File: src/hdl/vcrr_pkg.sv
`timescale 1ns / 1ps

package vcrr_pkg;

    localparam int NUM_VC    = 4;
    localparam int VC_W      = (NUM_VC > 1) ? $clog2(NUM_VC) : 1;

    localparam int ACTION_W  = 2;
    localparam int PORT_W    = 2;
    localparam int MSG_W     = 32;
    localparam int DSTOP_W   = 4;
    localparam int SCH_W     = 2;
    localparam int ISTOP_W   = 4;

    localparam int IN_TDATA_W  = ((PORT_W + MSG_W + DSTOP_W + 7) / 8) * 8;
    localparam int IN_TUSER_W  = ACTION_W;
    localparam int OUT_TDATA_W = ((SCH_W + MSG_W + ISTOP_W + 1 + 7) / 8) * 8;
    localparam int OUT_TUSER_W = 1;

    typedef enum logic [ACTION_W-1:0] {
        ACT_ARRIVE    = 2'd0,
        ACT_STOP_RISE = 2'd1,
        ACT_ARBITRATE = 2'd2,
        ACT_SEND      = 2'd3
    } t_action;

    typedef struct packed {
        t_action              action;
        logic [PORT_W-1:0]    port;
        logic [MSG_W-1:0]     payload;
        logic [DSTOP_W-1:0]   downstream_stop;
    } t_item;

    typedef struct packed {
        logic                 send_valid;
        logic [SCH_W-1:0]     send_channel;
        logic [MSG_W-1:0]     send_payload;
        logic [ISTOP_W-1:0]   input_stop;
        logic                 grant_valid;
    } t_result;

    typedef struct packed {
        logic                 found;
        logic [VC_W-1:0]      channel;
    } t_scan;

endpackage

File: src/hdl/vc_round_robin_multiplexer.sv
`timescale 1ns / 1ps

// Channel  | Dir | tdata (low bit up)                                 | tuser
// s        | in  | port[1:0] payload[33:2] downstream_stop[37:34]     | action[1:0]
// m        | out | send_channel[1:0] send_payload[33:2]               | send_valid
//          |     |   input_stop[37:34] grant_valid[38]                |
//
// One transaction per cycle while the output is not stalled; the result passes
// the input register, then the state update and scan into the output register,
// before it is offered. The round-robin scan in the state update is combinational.
// Synchronous active-low reset clears slots' full bits, grant, pointer, stops.
// A stalled output holds; the input register still drains when the output frees.
module vc_round_robin_multiplexer (
    input  logic                             i_clk,
    input  logic                             i_rst_n,

    input  logic                             i_s_tvalid,
    output logic                             o_s_tready,
    input  logic [vcrr_pkg::IN_TDATA_W-1:0]  i_s_tdata,  // port, payload, downstream_stop
    input  logic [vcrr_pkg::IN_TUSER_W-1:0]  i_s_tuser,  // action

    output logic                             o_m_tvalid,
    input  logic                             i_m_tready,
    output logic [vcrr_pkg::OUT_TDATA_W-1:0] o_m_tdata,  // send_channel, send_payload,
                                                         // input_stop, grant_valid
    output logic [vcrr_pkg::OUT_TUSER_W-1:0] o_m_tuser   // send_valid
);

    logic              r_in_valid;
    vcrr_pkg::t_item   r_in;
    logic              r_out_valid;
    vcrr_pkg::t_result r_out;

    vcrr_pkg::t_item   in_item;
    vcrr_pkg::t_result result;
    logic              step;

    assign in_item.action          = vcrr_pkg::t_action'(i_s_tuser);
    assign in_item.port            = i_s_tdata[vcrr_pkg::PORT_W-1:0];
    assign in_item.payload         = i_s_tdata[vcrr_pkg::PORT_W +: vcrr_pkg::MSG_W];
    assign in_item.downstream_stop =
        i_s_tdata[vcrr_pkg::PORT_W + vcrr_pkg::MSG_W +: vcrr_pkg::DSTOP_W];

    assign step       = r_in_valid && (!r_out_valid || i_m_tready);
    assign o_s_tready = !r_in_valid || step;

    vcrr_state u_state (
        .i_clk    (i_clk),
        .i_rst_n  (i_rst_n),
        .i_step   (step),
        .i_item   (r_in),
        .o_result (result)
    );

    always_ff @(posedge i_clk) begin
        if (!i_rst_n) begin
            r_in_valid  <= 1'b0;
            r_out_valid <= 1'b0;
        end else begin
            if (o_s_tready) begin
                r_in_valid <= i_s_tvalid;
            end
            if (step) begin
                r_out_valid <= 1'b1;
            end else if (i_m_tready) begin
                r_out_valid <= 1'b0;
            end
        end
    end

    always_ff @(posedge i_clk) begin
        if (o_s_tready && i_s_tvalid) begin
            r_in <= in_item;
        end
        if (step) begin
            r_out <= result;
        end
    end

    assign o_m_tvalid = r_out_valid;
    assign o_m_tuser  = r_out.send_valid;
    assign o_m_tdata  = vcrr_pkg::OUT_TDATA_W'({r_out.grant_valid, r_out.input_stop,
                                                r_out.send_payload, r_out.send_channel});

endmodule

File: src/hdl/vcrr_scan.sv
`timescale 1ns / 1ps

// round-robin priority scan: first eligible channel at or after the pointer
module vcrr_scan (
    input  logic [vcrr_pkg::NUM_VC-1:0] i_eligible,
    input  logic [vcrr_pkg::VC_W-1:0]   i_pointer,
    output vcrr_pkg::t_scan             o_scan
);

    logic [vcrr_pkg::VC_W:0] idx [vcrr_pkg::NUM_VC];

    always_comb begin
        for (int i = 0; i < vcrr_pkg::NUM_VC; i++) begin
            idx[i] = {1'b0, i_pointer} + (vcrr_pkg::VC_W + 1)'(i);
            if (idx[i] >= (vcrr_pkg::VC_W + 1)'(vcrr_pkg::NUM_VC)) begin
                idx[i] = idx[i] - (vcrr_pkg::VC_W + 1)'(vcrr_pkg::NUM_VC);
            end
        end
    end

    always_comb begin
        o_scan.found   = 1'b0;
        o_scan.channel = i_pointer;
        for (int i = 0; i < vcrr_pkg::NUM_VC; i++) begin
            if (!o_scan.found && i_eligible[idx[i][vcrr_pkg::VC_W-1:0]]) begin
                o_scan.found   = 1'b1;
                o_scan.channel = idx[i][vcrr_pkg::VC_W-1:0];
            end
        end
    end

endmodule

File: src/hdl/vcrr_state.sv
`timescale 1ns / 1ps

// channel slots, grant, pointer and stop bits; applies one transaction per step
module vcrr_state (
    input  logic              i_clk,
    input  logic              i_rst_n,
    input  logic              i_step,
    input  vcrr_pkg::t_item   i_item,
    output vcrr_pkg::t_result o_result
);

    logic [vcrr_pkg::MSG_W-1:0]  r_msg [vcrr_pkg::NUM_VC];
    logic [vcrr_pkg::NUM_VC-1:0] r_full, n_full;
    logic [vcrr_pkg::NUM_VC-1:0] r_stop, n_stop;
    logic [vcrr_pkg::VC_W-1:0]   r_ptr, n_ptr;
    logic [vcrr_pkg::VC_W-1:0]   r_gch, n_gch;
    logic                        r_granted, n_granted;

    logic                        port_ok;
    logic [vcrr_pkg::VC_W-1:0]   port_idx;
    logic [vcrr_pkg::NUM_VC-1:0] eligible;
    logic [vcrr_pkg::NUM_VC-1:0] grant_mask;
    logic [vcrr_pkg::VC_W-1:0]   ptr_inc;
    logic                        send_hit;
    vcrr_pkg::t_scan             scan;

    assign port_ok  = 32'(i_item.port) < 32'(vcrr_pkg::NUM_VC);
    assign port_idx = vcrr_pkg::VC_W'(i_item.port);
    assign eligible = r_full & ~vcrr_pkg::NUM_VC'(i_item.downstream_stop);
    assign ptr_inc  = (r_ptr == vcrr_pkg::VC_W'(vcrr_pkg::NUM_VC - 1)) ? '0 : r_ptr + 1'b1;
    assign send_hit = (i_item.action == vcrr_pkg::ACT_SEND) && r_granted;

    vcrr_scan u_scan (
        .i_eligible (eligible),
        .i_pointer  (r_ptr),
        .o_scan     (scan)
    );

    assign grant_mask = scan.found ? (vcrr_pkg::NUM_VC'(1) << scan.channel) : '0;

    always_comb begin
        n_full    = r_full;
        n_stop    = r_stop;
        n_ptr     = r_ptr;
        n_gch     = r_gch;
        n_granted = r_granted;
        case (i_item.action)
            vcrr_pkg::ACT_ARRIVE: begin
                if (port_ok) begin
                    n_full[port_idx] = 1'b1;
                end
            end
            vcrr_pkg::ACT_STOP_RISE: begin
                if (port_ok && r_granted && (r_gch == port_idx)) begin
                    n_stop[port_idx] = 1'b1;
                    n_granted        = 1'b0;
                end
            end
            vcrr_pkg::ACT_ARBITRATE: begin
                n_granted = scan.found;
                if (scan.found) begin
                    n_gch = scan.channel;
                    n_ptr = scan.channel;
                end
                n_stop = r_full & ~grant_mask;
            end
            vcrr_pkg::ACT_SEND: begin
                if (r_granted) begin
                    n_full[r_gch] = 1'b0;
                    n_granted     = 1'b0;
                    n_ptr         = ptr_inc;
                end
            end
            default: begin
            end
        endcase
    end

    always_comb begin
        o_result.send_valid   = send_hit;
        o_result.send_channel = send_hit ? vcrr_pkg::SCH_W'(r_gch) : '0;
        o_result.send_payload = send_hit ? r_msg[r_gch] : '0;
        o_result.input_stop   = vcrr_pkg::ISTOP_W'(n_stop);
        o_result.grant_valid  = n_granted;
    end

    always_ff @(posedge i_clk) begin
        if (!i_rst_n) begin
            r_full    <= '0;
            r_stop    <= '0;
            r_ptr     <= '0;
            r_gch     <= '0;
            r_granted <= 1'b0;
        end else if (i_step) begin
            r_full    <= n_full;
            r_stop    <= n_stop;
            r_ptr     <= n_ptr;
            r_gch     <= n_gch;
            r_granted <= n_granted;
        end
    end

    always_ff @(posedge i_clk) begin
        if (i_step && (i_item.action == vcrr_pkg::ACT_ARRIVE) && port_ok) begin
            r_msg[port_idx] <= i_item.payload;
        end
    end

    a_grant_on_full_slot: assert property (@(posedge i_clk) disable iff (!i_rst_n)
        r_granted |-> r_full[r_gch])
        else $error("grant held on an empty slot");

    a_grant_not_stopped: assert property (@(posedge i_clk) disable iff (!i_rst_n)
        r_granted |-> !r_stop[r_gch])
        else $error("granted input is stopped");

    a_send_drops_grant: assert property (@(posedge i_clk) disable iff (!i_rst_n)
        (i_step && send_hit) |=> !r_granted)
        else $error("grant survives a send");

    a_send_advances_ptr: assert property (@(posedge i_clk) disable iff (!i_rst_n)
        (i_step && send_hit) |=> (r_ptr == $past(ptr_inc)))
        else $error("pointer not advanced after send");

endmodule

File: config.mk
export PLATFORM = sky130hd
export DESIGN_NAME = vc_round_robin_multiplexer
export DESIGN_NICKNAME = d
export VERILOG_FILES = /design/src/hdl/vcrr_pkg.sv /design/src/hdl/vc_round_robin_multiplexer.sv /design/src/hdl/vcrr_scan.sv /design/src/hdl/vcrr_state.sv
export SDC_FILE = /design/constraint.sdc
export NUM_CORES = 1
export LEC_CHECK = 0
export ABC_AREA = 1
export ABC_CLOCK_PERIOD_IN_PS = 7000
export BUFFER_PORTS_ARGS = -buffer_cell sky130_fd_sc_hd__buf_2
export CAP_MARGIN = 10
export CORE_UTILIZATION = 53
export CTS_CLUSTER_SIZE = 40
export DETAILED_ROUTE_END_ITERATION = 12
export PLACE_DENSITY = 0.84
export RECOVER_POWER = 100
export REMOVE_ABC_BUFFERS = 1
export SLEW_MARGIN = 20
export SYNTH_ARGS = -nofsm -noshare
export SYNTH_HDL_FRONTEND = slang
export SYNTH_HIERARCHICAL = 1
export SYNTH_SLANG_ARGS = --single-unit
File: constraint.sdc
create_clock -name i_clk -period 7 [get_ports i_clk]
set_clock_uncertainty 0.2 [all_clocks]
set_input_delay 2.1 -clock i_clk [delete_from_list [all_inputs] [get_ports i_clk]]
set_output_delay 2.1 -clock i_clk [all_outputs]
set_load 0.02 [all_outputs]
======== Yosys cells after proc, flatten, opt, wreduce, memory -nomap -nowiden ========
Memory sizes are Yosys's and may differ from the RTL's. A register that Yosys moved wholly into a read port is not among the register bits.
Cells that the tools add are included.
operators by class
  add/sub/neg operators ................... 8
  magnitude comparators ................... 12
  eq/ne operators ......................... 7
  shift operators ......................... 1
  muxes and demuxes ....................... 35
  bitwise logic cells ..................... 8
  reductions and logical operators ........ 25
operators with widths
  operator             number
  $lt 2x3->1 const B   6
  $pmux 4 s2           2
  $mux 2               7
  $and 4x4->4          3
  $mux 3               4
  $mux 4               3
  $not 4->4            3
  $mux 1               11
  $logic_and 1x1->1    10
  $ge 3x3->1 const B   3
  $bmux 1 s2           4
  $or 4x4->4           2
  $sub 2x1->2 const B  4
  $add 2x2->3 const B  2
  $eq 2x2->1 const B   3
  $logic_not 1->1      6
  $reduce_and 3->1     2
  $reduce_bool 2->1    3
  $demux 1 s2          2
  $ge 2x1->1 const B   2
  $ne 2x1->1 const B   2
  $pmux 2 s2           1
  $reduce_and 4->1     1
  $shl 1x2->4 const A  1
  8 further kinds      9
storage, ports and cells
  bits in registers ....................... 63
  RAM bits ................................ 128
  input port bits ......................... 46
  output and inout bits ................... 43
  word-level logic and storage cells ...... 112
  memories kept ........................... 1
memories
  memory         depth  width  rd ports  clocked after Yosys merged registers in  write ports  RTL line          text
  u_state.r_msg  4      32     1         1                                        1            vcrr_state.sv:12  logic [vcrr_pkg::MSG_W-1:0] r_msg [vcrr_pkg::NUM_VC];

======== Longest topological paths before layout ========
Gate-level depths: netlist (run 1).
  word-level depth ........................ 19
  mapped depth ............................ 19
  gate-level depth less buffers ........... 19

======== Modules after synthesis ========
Netlist (run 1), hierarchy kept.
modules (own cells, without submodules)
  module                      times used  cells an instance  area an instance (µm²)  seq. area each (µm²)
  vcrr_state                  1           538                5975.7                  4144.0
  vc_round_robin_multiplexer  1           95                 2508.7                  2442.3
  vcrr_scan                   1           63                 282.8                   0.0

======== Least setup slack after synthesis (run 1) ========
No wires, ideal clock.
  kind .................................... input -> register
  start point ............................. in i_m_tready
  end point ............................... mem u_state/r_msg[1][0] (netlist name), enable pin
  library setup time ...................... 0.461 ns
  arrival time ............................ 6.958 ns
  data required time ...................... 6.339 ns
  setup slack ............................. -0.619 ns
  stages on the path ...................... 4
  path buffers ............................ 0
  cell sequence ........................... inv_1 a21oi_1 nand2_1 nor3_1
between the ends
  longest elaborated chain between the ends .. 5
RTL lines
  element                       RTL line                          text
  from (decl)                   vc_round_robin_multiplexer.sv:23  input logic i_m_tready,
  $logic_or 1x1->1              vc_round_robin_multiplexer.sv:44  assign step = r_in_valid && (!r_out_valid || i_m_tready);
  $logic_and 1x1->1             vc_round_robin_multiplexer.sv:44
  via step                      vc_round_robin_multiplexer.sv:36  logic step;
  $logic_and 1x1->1             vcrr_state.sv:104                 if (i_step && (i_item.action == vcrr_pkg::ACT_ARRIVE) && port_ok) begin
  $mux 1                        vcrr_state.sv:104
  $mux 1 (implied by the code)  vcrr_state.sv:105                 r_msg[port_idx] <= i_item.payload;
  to (decl)                     vcrr_state.sv:12
The timed path passes the listed nets, and every way through them passes these cells.

======== Worst setup path in the final report (run 1) ========
  start point ............................. in i_m_tready
  end point ............................... mem u_state/r_msg[2][18] (netlist name), enable pin
The elaborated chain is that of the path after synthesis.

==> results of run 1 <==
-- worst min path at each step --
stage                             from                             end  slack, ns
floorplan            r_in[4]$_DFFE_PP_   u_state/r_msg[0][0]$_DFFE_PP_       0.26
global placement     r_in[9]$_DFFE_PP_   u_state/r_msg[0][5]$_DFFE_PP_       0.27
detailed placement  r_in[19]$_DFFE_PP_  u_state/r_msg[2][15]$_DFFE_PP_       0.28
CTS                 r_in[34]$_DFFE_PP_  u_state/r_msg[3][30]$_DFFE_PP_       0.29
global route        r_in[34]$_DFFE_PP_  u_state/r_msg[3][30]$_DFFE_PP_       0.30
finish              r_in[34]$_DFFE_PP_  u_state/r_msg[3][30]$_DFFE_PP_       0.28
-- logic make-up (layout without fill, tap and decap cells) --
logic type	Yosys count	count (layout)	share of synthesized area, %
AOI/OAI and AO/OA	134	134	8.09
DFF	225	225	75.1
buffers and inverters	77	179	3.81
adders and majority gates	6	6	0.856
other	1	1	0.0428
xor gates and xnor gates	2	2	0.414
and+or+nand+nor	251	251	11.7
-- state kept, by name, summed over array words and instances (netlist names), named ones only --
signal	count
u_state/r_msg	128
r_in	40
o_m_tdata	39
u_state/r_full	4
u_state/r_stop	4
u_state/r_gch	2
u_state/r_ptr	2
o_m_tuser	1
o_m_tvalid	1
r_in_valid	1
u_state/r_granted	1
-- worst register-to-register path, delay by kind of cell, from the launching register on --
family | cells | cell delay, ns
buffers and inverters | 3 | 2.11
and+or+nand+nor | 2 | 0.52
DFF | 1 | 0.33
AOI/OAI and AO/OA | 1 | 0.10
-- placed cells by master (no fill, tap or decap), drive strengths merged, types with 11 or more instances in the layout --
cell    count
clkbuf     79
edfxtp    208
clkinv     11
a21oi      53
nand3      13
nor2      146
inv        47
nand2      74
buf        38
dfxtp      17
o21ai      76
-- power breakdown --
group | internal [mW] | switching [mW]
clock network | 0.673 | 0.473
registers | 1.51 | 0.0207
logic | 0.0315 | 0.0788
-- per-stage QoR --
step | hold WS, ns | instances | util (%) | cell area [um^2] | setup TNS [ns]
floorplan | 0.259 | 666 | - | 8610 | -114.85
global placement | 0.269 | 974 | 58.7 | 9400 | 0
detailed placement | 0.280 | 974 | 58.7 | 9400 | 0
CTS | 0.285 | 1014 | 63.2 | 10100 | 0
global route | 0.298 | 1014 | 62.4 | 9980 | 0
finish | 0.285 | 1014 | 62.4 | 9980 | 0
-- routing by layer --
layer / GRT usage [%] / share of wire, %
met5: 0 / 0
met4: 6.49 / 2.1
met3: 3.05 / 7.7
met2: 33.0 / 49
met1: 26.0 / 41
-- layout make-up --
cell class                      count  area (um^2)  area share, %
Multi-Input combinational cell    394         1840           18.4
Tap cell                          216          270           2.71
Timing Repair Buffer               92          400           4.01
Inverter                           47          176           1.77
Clock buffer                       25          583           5.84
Clock inverter                     15          129           1.29
Sequential cell                   225         6590           66.0
==> results.toml, run 1 <==
[setup_path]
cp_top_family = "buffers and inverters"
cp-end-kind = "flop"
slowest_delay_ns = 1.49
cp.required_ns = 6.86
crit_chain = "buf_2, inv_1, a21oi_4, buf_4, nand2_1, nor3_1, clkbuf_1"
cp.arrival_ns = 4.92
start_kind = "input pin"
path_buf_inv = 4
r2r-start = "r_in_valid$_SDFFE_PN0P_"
criticalPathCategory = "input pin to flop"
r2r_slack_ns = 3.32
cp-endpoint = "u_state/r_msg[2][18]$_DFFE_PP_"
crit_fanout = 52
cp_slowest_cell = "clkbuf_1"
critPathLaunch = "i_m_tready"
reg2reg_depth = 6
path_depth = 7
r2r_end = "u_state/r_msg[2][18]$_DFFE_PP_"

[clock_tree]
cts_tree = "yes"
postCtsSetupBuffers = 0
hold_buffers = 0
cts_sinks = 225
clk_pin_slew_ns = 0.06
cts-root-buf = "clkbuf_16"
htree_levels = 1
cts_made_buffers = 23
clockBufferDepth = 3
post_cts_resized = 0
insertion_delay_ns = 0.50

[global_routing]
grt_overflow_total = 0
grt_pass1_wl_mm = 25.2
antenna_found_initial = 0
grt_max_degree = 66
grt_pass1_vias = 5086
grt_usage_pct = 19.5

[logic_synthesis]
synthesis.area_um2 = 8770
synth.top_cell.area_share_pct = 71.2
synth.avg_cell_area_um2 = 12.6
synth.top_cells.by_count = "edfxtp_1, nor2_1, nand2_1"
synthCells = 696
synth_edf_count = 208
ys_top_cells_by_area = "edfxtp_1, nor2_1, dfxtp_1, o21ai_1, nand2_1"
synth-main-ff-cell = "edfxtp_1"
synth_most_common_cell = "edfxtp_1"
synthDistinctLibCells = 32
yosysWarnings = 6
yosysSeqAreaShare_pct = 75.1
ys_ff_latch = 225
postSynth.asyncResetShare_pct = 0
yosys.area.top_type = "edfxtp_1"

[job]
max_cap_viol_count = 5

[die]
die-area_um2 = 17100
io_pins = 89
start_util_pct = 54.8
die_y_um = 131
placementRows = 46
core_um2 = 16000
die_w_um = 131

[finish]
final_nets = 835
antenna_cells = 0
areaGrowthSynthToFinish_pct = 13.9
fill_cells = 1218
drive_gt1_share_pct = 10.9

[power]
finalPower_mw = 2.78
power.leakage_nw = 3.55
max-vdd-ir-drop_uv = 163
power.density_nw_per_um2 = 279

[timing]
timing.final.crit_share_pct = 72.3
worstMarginPinSlew_ns = 2.04
slew-limit-headroom_pct = -35.9
rsz0062_at_grt = "no"
fin_ws_ns = 1.94
period_needed_ns = 5.06
setup_viol = 0
fmax_ghz = 0.198
finalHoldViolCount = 0
drv_slew = 208

[detailed_routing]
vias_per_cell = 5.37
drt_pass1_iterations = 5
drt-wirelength-per-cell_um = 16.2
drc = 0
vias = 5447
drtIter0Drc = 501
postRouteAntennaNets = 0
routed_wl_mm = 16.4

[placement]
port_buffers = 85
dp_hpwl_mm = 9.07
dp_slack_ns = 2.09
gp_congestion = 0.853

[hold_path]
min_path_cells = 0
hold_path.class = "flop to flop"

[status]
failed_checks = "capacitance limit, slew limit"
status = "finished, violations left"
Power figures use the tool's default switching activity.
==> inputs of run 2 (changes only) <==
- ABC_CLOCK_PERIOD_IN_PS: 7000 -> 4850
- CORE_UTILIZATION: 53 -> 55
- PLACE_DENSITY: 0.84 -> 0.83
- clock period: 7 -> 4.85 ns (I/O delays scaled with it)
==> results.toml, run 2 (synthesized netlist as in run 1, its figures left out) <==
[status]
status = "finished, violations left"
failed_checks = "capacitance limit, slew limit"

[hold_path]
hold_path.class = "flop to flop"
hold_start = "r_in_valid$_SDFFE_PN0P_"

[finish]
areaGrowthSynthToFinish_pct = 14.6
drive_gt1_share_pct = 11.8
antenna_cells = 0
multi_input_area_um2 = 1830
fill_cells = 1092
mostFrequentLayoutCells = "edfxtp_1, nor2_1, nand2_1, clkbuf_1, o21ai_1"
layout_commonest_cell = "edfxtp_1"
layout.cells.non_filler = 1015
final_nets = 839
largest-register = "u_state/r_msg"
largest_reg_flops = 128
seqCellArea_um2 = 6590

[clock_tree]
post_cts_resized = 0
htree_levels = 1
cts_sinks = 225
cts_tree = "yes"
postCtsSetupBuffers = 0
hold_buffers = 0
clockBufferDepth = 3
cts-root-buf = "clkbuf_16"
cts_made_buffers = 23
insertion_delay_ns = 0.52
clk_pin_slew_ns = 0.06

[setup_path]
crit_fanout = 51
cp.required_ns = 5.05
start_kind = "input pin"
cp-end-kind = "flop"
crit_chain = "buf_2, inv_1, a21oi_1, clkbuf_2, inv_1, a21oi_1, o21ai_0, clkinv_1, nand3_1, a21oi_1, nor3_1"
critPathLaunch = "i_m_tready"
criticalPathCategory = "input pin to flop"
slowest_delay_ns = 1.04
r2r-start = "u_state/r_ptr[0]$_SDFFE_PN0P_"
cp.arrival_ns = 3.84
cp_slowest_cell = "clkbuf_2"
crit_path_frequent_cell = "a21oi_1"

[timing]
rsz0062_at_grt = "no"
drv_slew = 77
timing.final.crit_share_pct = 75.1
period_needed_ns = 3.64
fmax_ghz = 0.275
worstMarginPinSlew_ns = 2.06
slew-limit-headroom_pct = -37.0
setup_viol = 0
finalHoldViolCount = 0

[job]
max_cap_viol_count = 2

[placement]
placed_cells = 973
port_buffers = 85
dp_hpwl_mm = 9.18
gp_congestion = 0.810

[die]
die_y_um = 128
start_util_pct = 57.0
die-area_um2 = 16400
placementRows = 45
die_w_um = 128
io_pins = 89
core_um2 = 15400

[power]
power.leakage_nw = 3.60
power.density_nw_per_um2 = 411
finalPower_mw = 4.13
max-vdd-ir-drop_uv = 350

[global_routing]
antenna_found_initial = 0
grt_pass1_vias = 5196
grt_usage_pct = 20.0
grt_pass1_wl_mm = 25.2
grt_overflow_total = 0
grt_max_degree = 66

[detailed_routing]
drt_pass1_iterations = 5
vias_per_cell = 5.35
vias = 5431
drt-wirelength-per-cell_um = 15.8
drc = 0
drtIter0Drc = 429
postRouteAntennaNets = 0
routed_wl_mm = 16.1
## run 2: changes by cell type in the layout (fill, tap and decap cells not counted), moves of 2 or more
cell	previous run	this run
o21ai_0	42	22
buf_2	35	40
o21ai_1	34	54
clkinvlp_4	2	0
clkbuf_1	56	58
clkinv_2	2	4
clkbuf_8	0	2
clkinv_1	8	5
## run 2: cell type report
cell class,count,share of cell area [%]
sequential,225,65.6
inverter,47,1.76
timing repair buffer,96,4.17
tap,211,2.63
clock inverter,12,1.49
clock buffer,30,6.19
multi-input combinational,394,18.2
## run 2: where the power goes
group | internal [mW] | switching (mW)
clock network | 1.07 | 0.697
logic | 0.0456 | 0.111
registers | 2.18 | 0.0313
total | 3.29 | 0.840
## run 2: final timing paths
check	end	slack (ns)	cells after the start
hold / removal	o_m_tvalid$_SDFFE_PN0P_	0.29	2
hold reg to reg	o_m_tvalid$_SDFFE_PN0P_	0.29	2
setup reg to reg	o_m_tdata[35]$_DFFE_PP_	1.62	15
setup / recovery	u_state/r_full[1]$_SDFFE_PN0P_	1.21	11
## run 2: layer usage
layer | wire (um) | up-vias | track usage [%]
met5 | 0 | - | 0
met3 | 1100 | 31 | 3.13
met2 | 7840 | 236 | 33.1
li1 | - | 2612 | -
met4 | 384 | 0 | 8.17
met1 | 6740 | 2552 | 26.8
## run 2: worst max-delay path: cells and delay by family
family                 cells  cell delay (ns)
buffers and inverters      5             1.44
AO/OA/AOI/OAI              4             0.79
AND/OR/NAND/NOR            2             0.14
## run 2: per-stage QoR
stage                     util (%)  setup WS (ns)  hold WS [ns]  instance area, um^2  setup TNS [ns]
after CTS                     66.3           1.24         0.291                10200               0
after global placement        61.3           1.24         0.273                 9420               0
after global routing          65.4          0.957         0.298                10000               0
after floorplan                  -          -2.62         0.259                 8610         -310.85
after detailed placement      61.3           1.24         0.279                 9420               0
final                         65.4           1.21         0.288                10000               0
==> inputs of run 3 (changes only) <==
- ABC_CLOCK_PERIOD_IN_PS: 4850 -> 3700
- clock period: 4.85 -> 3.7 ns (I/O delays scaled with it)
==> results.toml, run 3 (synthesized netlist as in run 1, its figures left out) <==
[timing]
drv_slew = 61
fin_ws_ns = 0.500
worstMarginPinSlew_ns = 2.07
slew-limit-headroom_pct = -38.0
fmax_ghz = 0.312
rsz0062_at_grt = "no"
period_needed_ns = 3.20
finalSetupTns_ns = 0
setup_viol = 0
finalHoldViolCount = 0
hold_ws_ns = 0.288
timing.final.crit_share_pct = 86.5

[finish]
final_nets = 842
antenna_cells = 0
layout.cells.non_filler = 1016
areaGrowthSynthToFinish_pct = 14.7
mostFrequentLayoutCells = "edfxtp_1, nor2_1, nand2_1, clkbuf_1, o21ai_1"
largest_reg_flops = 128
largest-register = "u_state/r_msg"
layout_commonest_cell = "edfxtp_1"
drive_gt1_share_pct = 12.2

[die]
core_um2 = 15400
die_w_um = 128
io_pins = 89
start_util_pct = 57.0
die-area_um2 = 16400
die_y_um = 128
placementRows = 45

[setup_path]
r2r-start = "u_state/r_ptr[0]$_SDFFE_PN0P_"
crit_fanout = 24
r2r_end = "o_m_tdata[35]$_DFFE_PP_"
start_kind = "input pin"
reg2reg_depth = 15
cp.required_ns = 3.59
slowest_delay_ns = 1.18
cp-end-kind = "flop"
cp_slowest_cell = "clkbuf_1"
criticalPathCategory = "input pin to flop"
r2r_slack_ns = 0.59
cp.arrival_ns = 3.09
crit_chain = "buf_2, inv_1, a21oi_1, nand2_1, nor3_1, clkbuf_1"

[hold_path]
min_to = "o_m_tvalid$_SDFFE_PN0P_"
min_path_cells = 2
hold_start = "r_in_valid$_SDFFE_PN0P_"
hold_path.class = "flop to flop"

[detailed_routing]
vias_per_cell = 5.37
vias = 5458
postRouteAntennaNets = 0
drtIter0Drc = 557
drc = 0
routed_wl_mm = 16.4
drt_pass1_iterations = 5
drt-wirelength-per-cell_um = 16.2

[clock_tree]
postCtsSetupBuffers = 0
insertion_delay_ns = 0.51
cts_made_buffers = 23
htree_levels = 1
cts_tree = "yes"
hold_buffers = 0
post_cts_resized = 0
cts-root-buf = "clkbuf_16"
clk_pin_slew_ns = 0.06
cts_sinks = 225
clockBufferDepth = 3

[job]
max_cap_viol_count = 2

[placement]
port_buffers = 85
dp_slack_ns = 0.616
gp_congestion = 0.839
dp_hpwl_mm = 9.62
placed_cells = 976

[global_routing]
grt_max_degree = 65
grt_pass1_vias = 5154
antenna_found_initial = 0
grt_pass1_wl_mm = 25.6
grt_usage_pct = 20.5
grt_overflow_total = 0

[power]
internal-power_mw = 4.33
power.leakage_nw = 3.62
switching_share_pct = 19.8
seqPwrFrac_pct = 53.6
finalPower_mw = 5.39
pwr-share-clk_pct = 42.5
max-vdd-ir-drop_uv = 383
p_comb_share_pct = 3.9
p_sw_mw = 1.07
power.density_nw_per_um2 = 536

[status]
status = "finished, violations left"
failed_checks = "capacitance limit, slew limit"
-- run 3: per-layer routing --
| metal | global-route usage [%] | up-vias | wire [um] |
|---|---|---|---|
| met5 | 0 | - | 0 |
| li1 | - | 2613 | - |
| met1 | 27.8 | 2561 | 6890 |
| met2 | 33.7 | 249 | 7900 |
| met4 | 7.82 | 0 | 427 |
| met3 | 3.01 | 35 | 1200 |
-- run 3: through the flow --
step	cell area, um^2	utilization (%)
floorplan	8610	-
global placement	9450	61.5
detailed placement	9450	61.5
CTS	10200	66.4
global route	10100	65.4
finish	10100	65.4
-- run 3: layout make-up --
cell class	count	area, um^2
Clock buffer	25	583
Inverter	47	176
Timing Repair Buffer	99	449
Clock inverter	15	176
Sequential cell	225	6590
Tap cell	211	264
Fill cell	1100	5320
Multi-Input combinational cell	394	1820
-- run 3: worst max path at each step --
stage | from | cells after the start | endpoint | slack, ns
after floorplan | i_m_tready | 4 | u_state/r_msg[1][0]$_DFFE_PP_ | -3.42
after global placement | i_m_tready | 8 | flop | 0.68
after detailed placement | i_m_tready | 8 | flop | 0.62
after CTS | i_m_tready | 4 | o_s_tready | 0.77
after global routing | u_state/r_ptr[0]$_SDFFE_PN0P_ | 15 | o_m_tdata[35]$_DFFE_PP_ | 0.30
final | i_m_tready | 6 | u_state/r_msg[0][15]$_DFFE_PP_ | 0.50
-- run 3: power groups by stage --
stage | Sequential (mW) | Combinational (mW) | Clock [mW]
2_1_floorplan | 2.96 | 0.108 | 0
3_3_place_gp | 2.94 | 0.218 | 0
3_5_place_dp | 2.94 | 0.222 | 0
4_1_cts | 2.89 | 0.224 | 2.33
5_1_grt | 2.90 | 0.233 | 2.44
6_report | 2.89 | 0.210 | 2.29
-- run 3: critical path: cells and delay by family --
kind	cells	cell delay [ns]
and+or+nand+nor	2	0.44
buffers and inverters	3	1.30
AOI/OAI and AO/OA	1	0.23
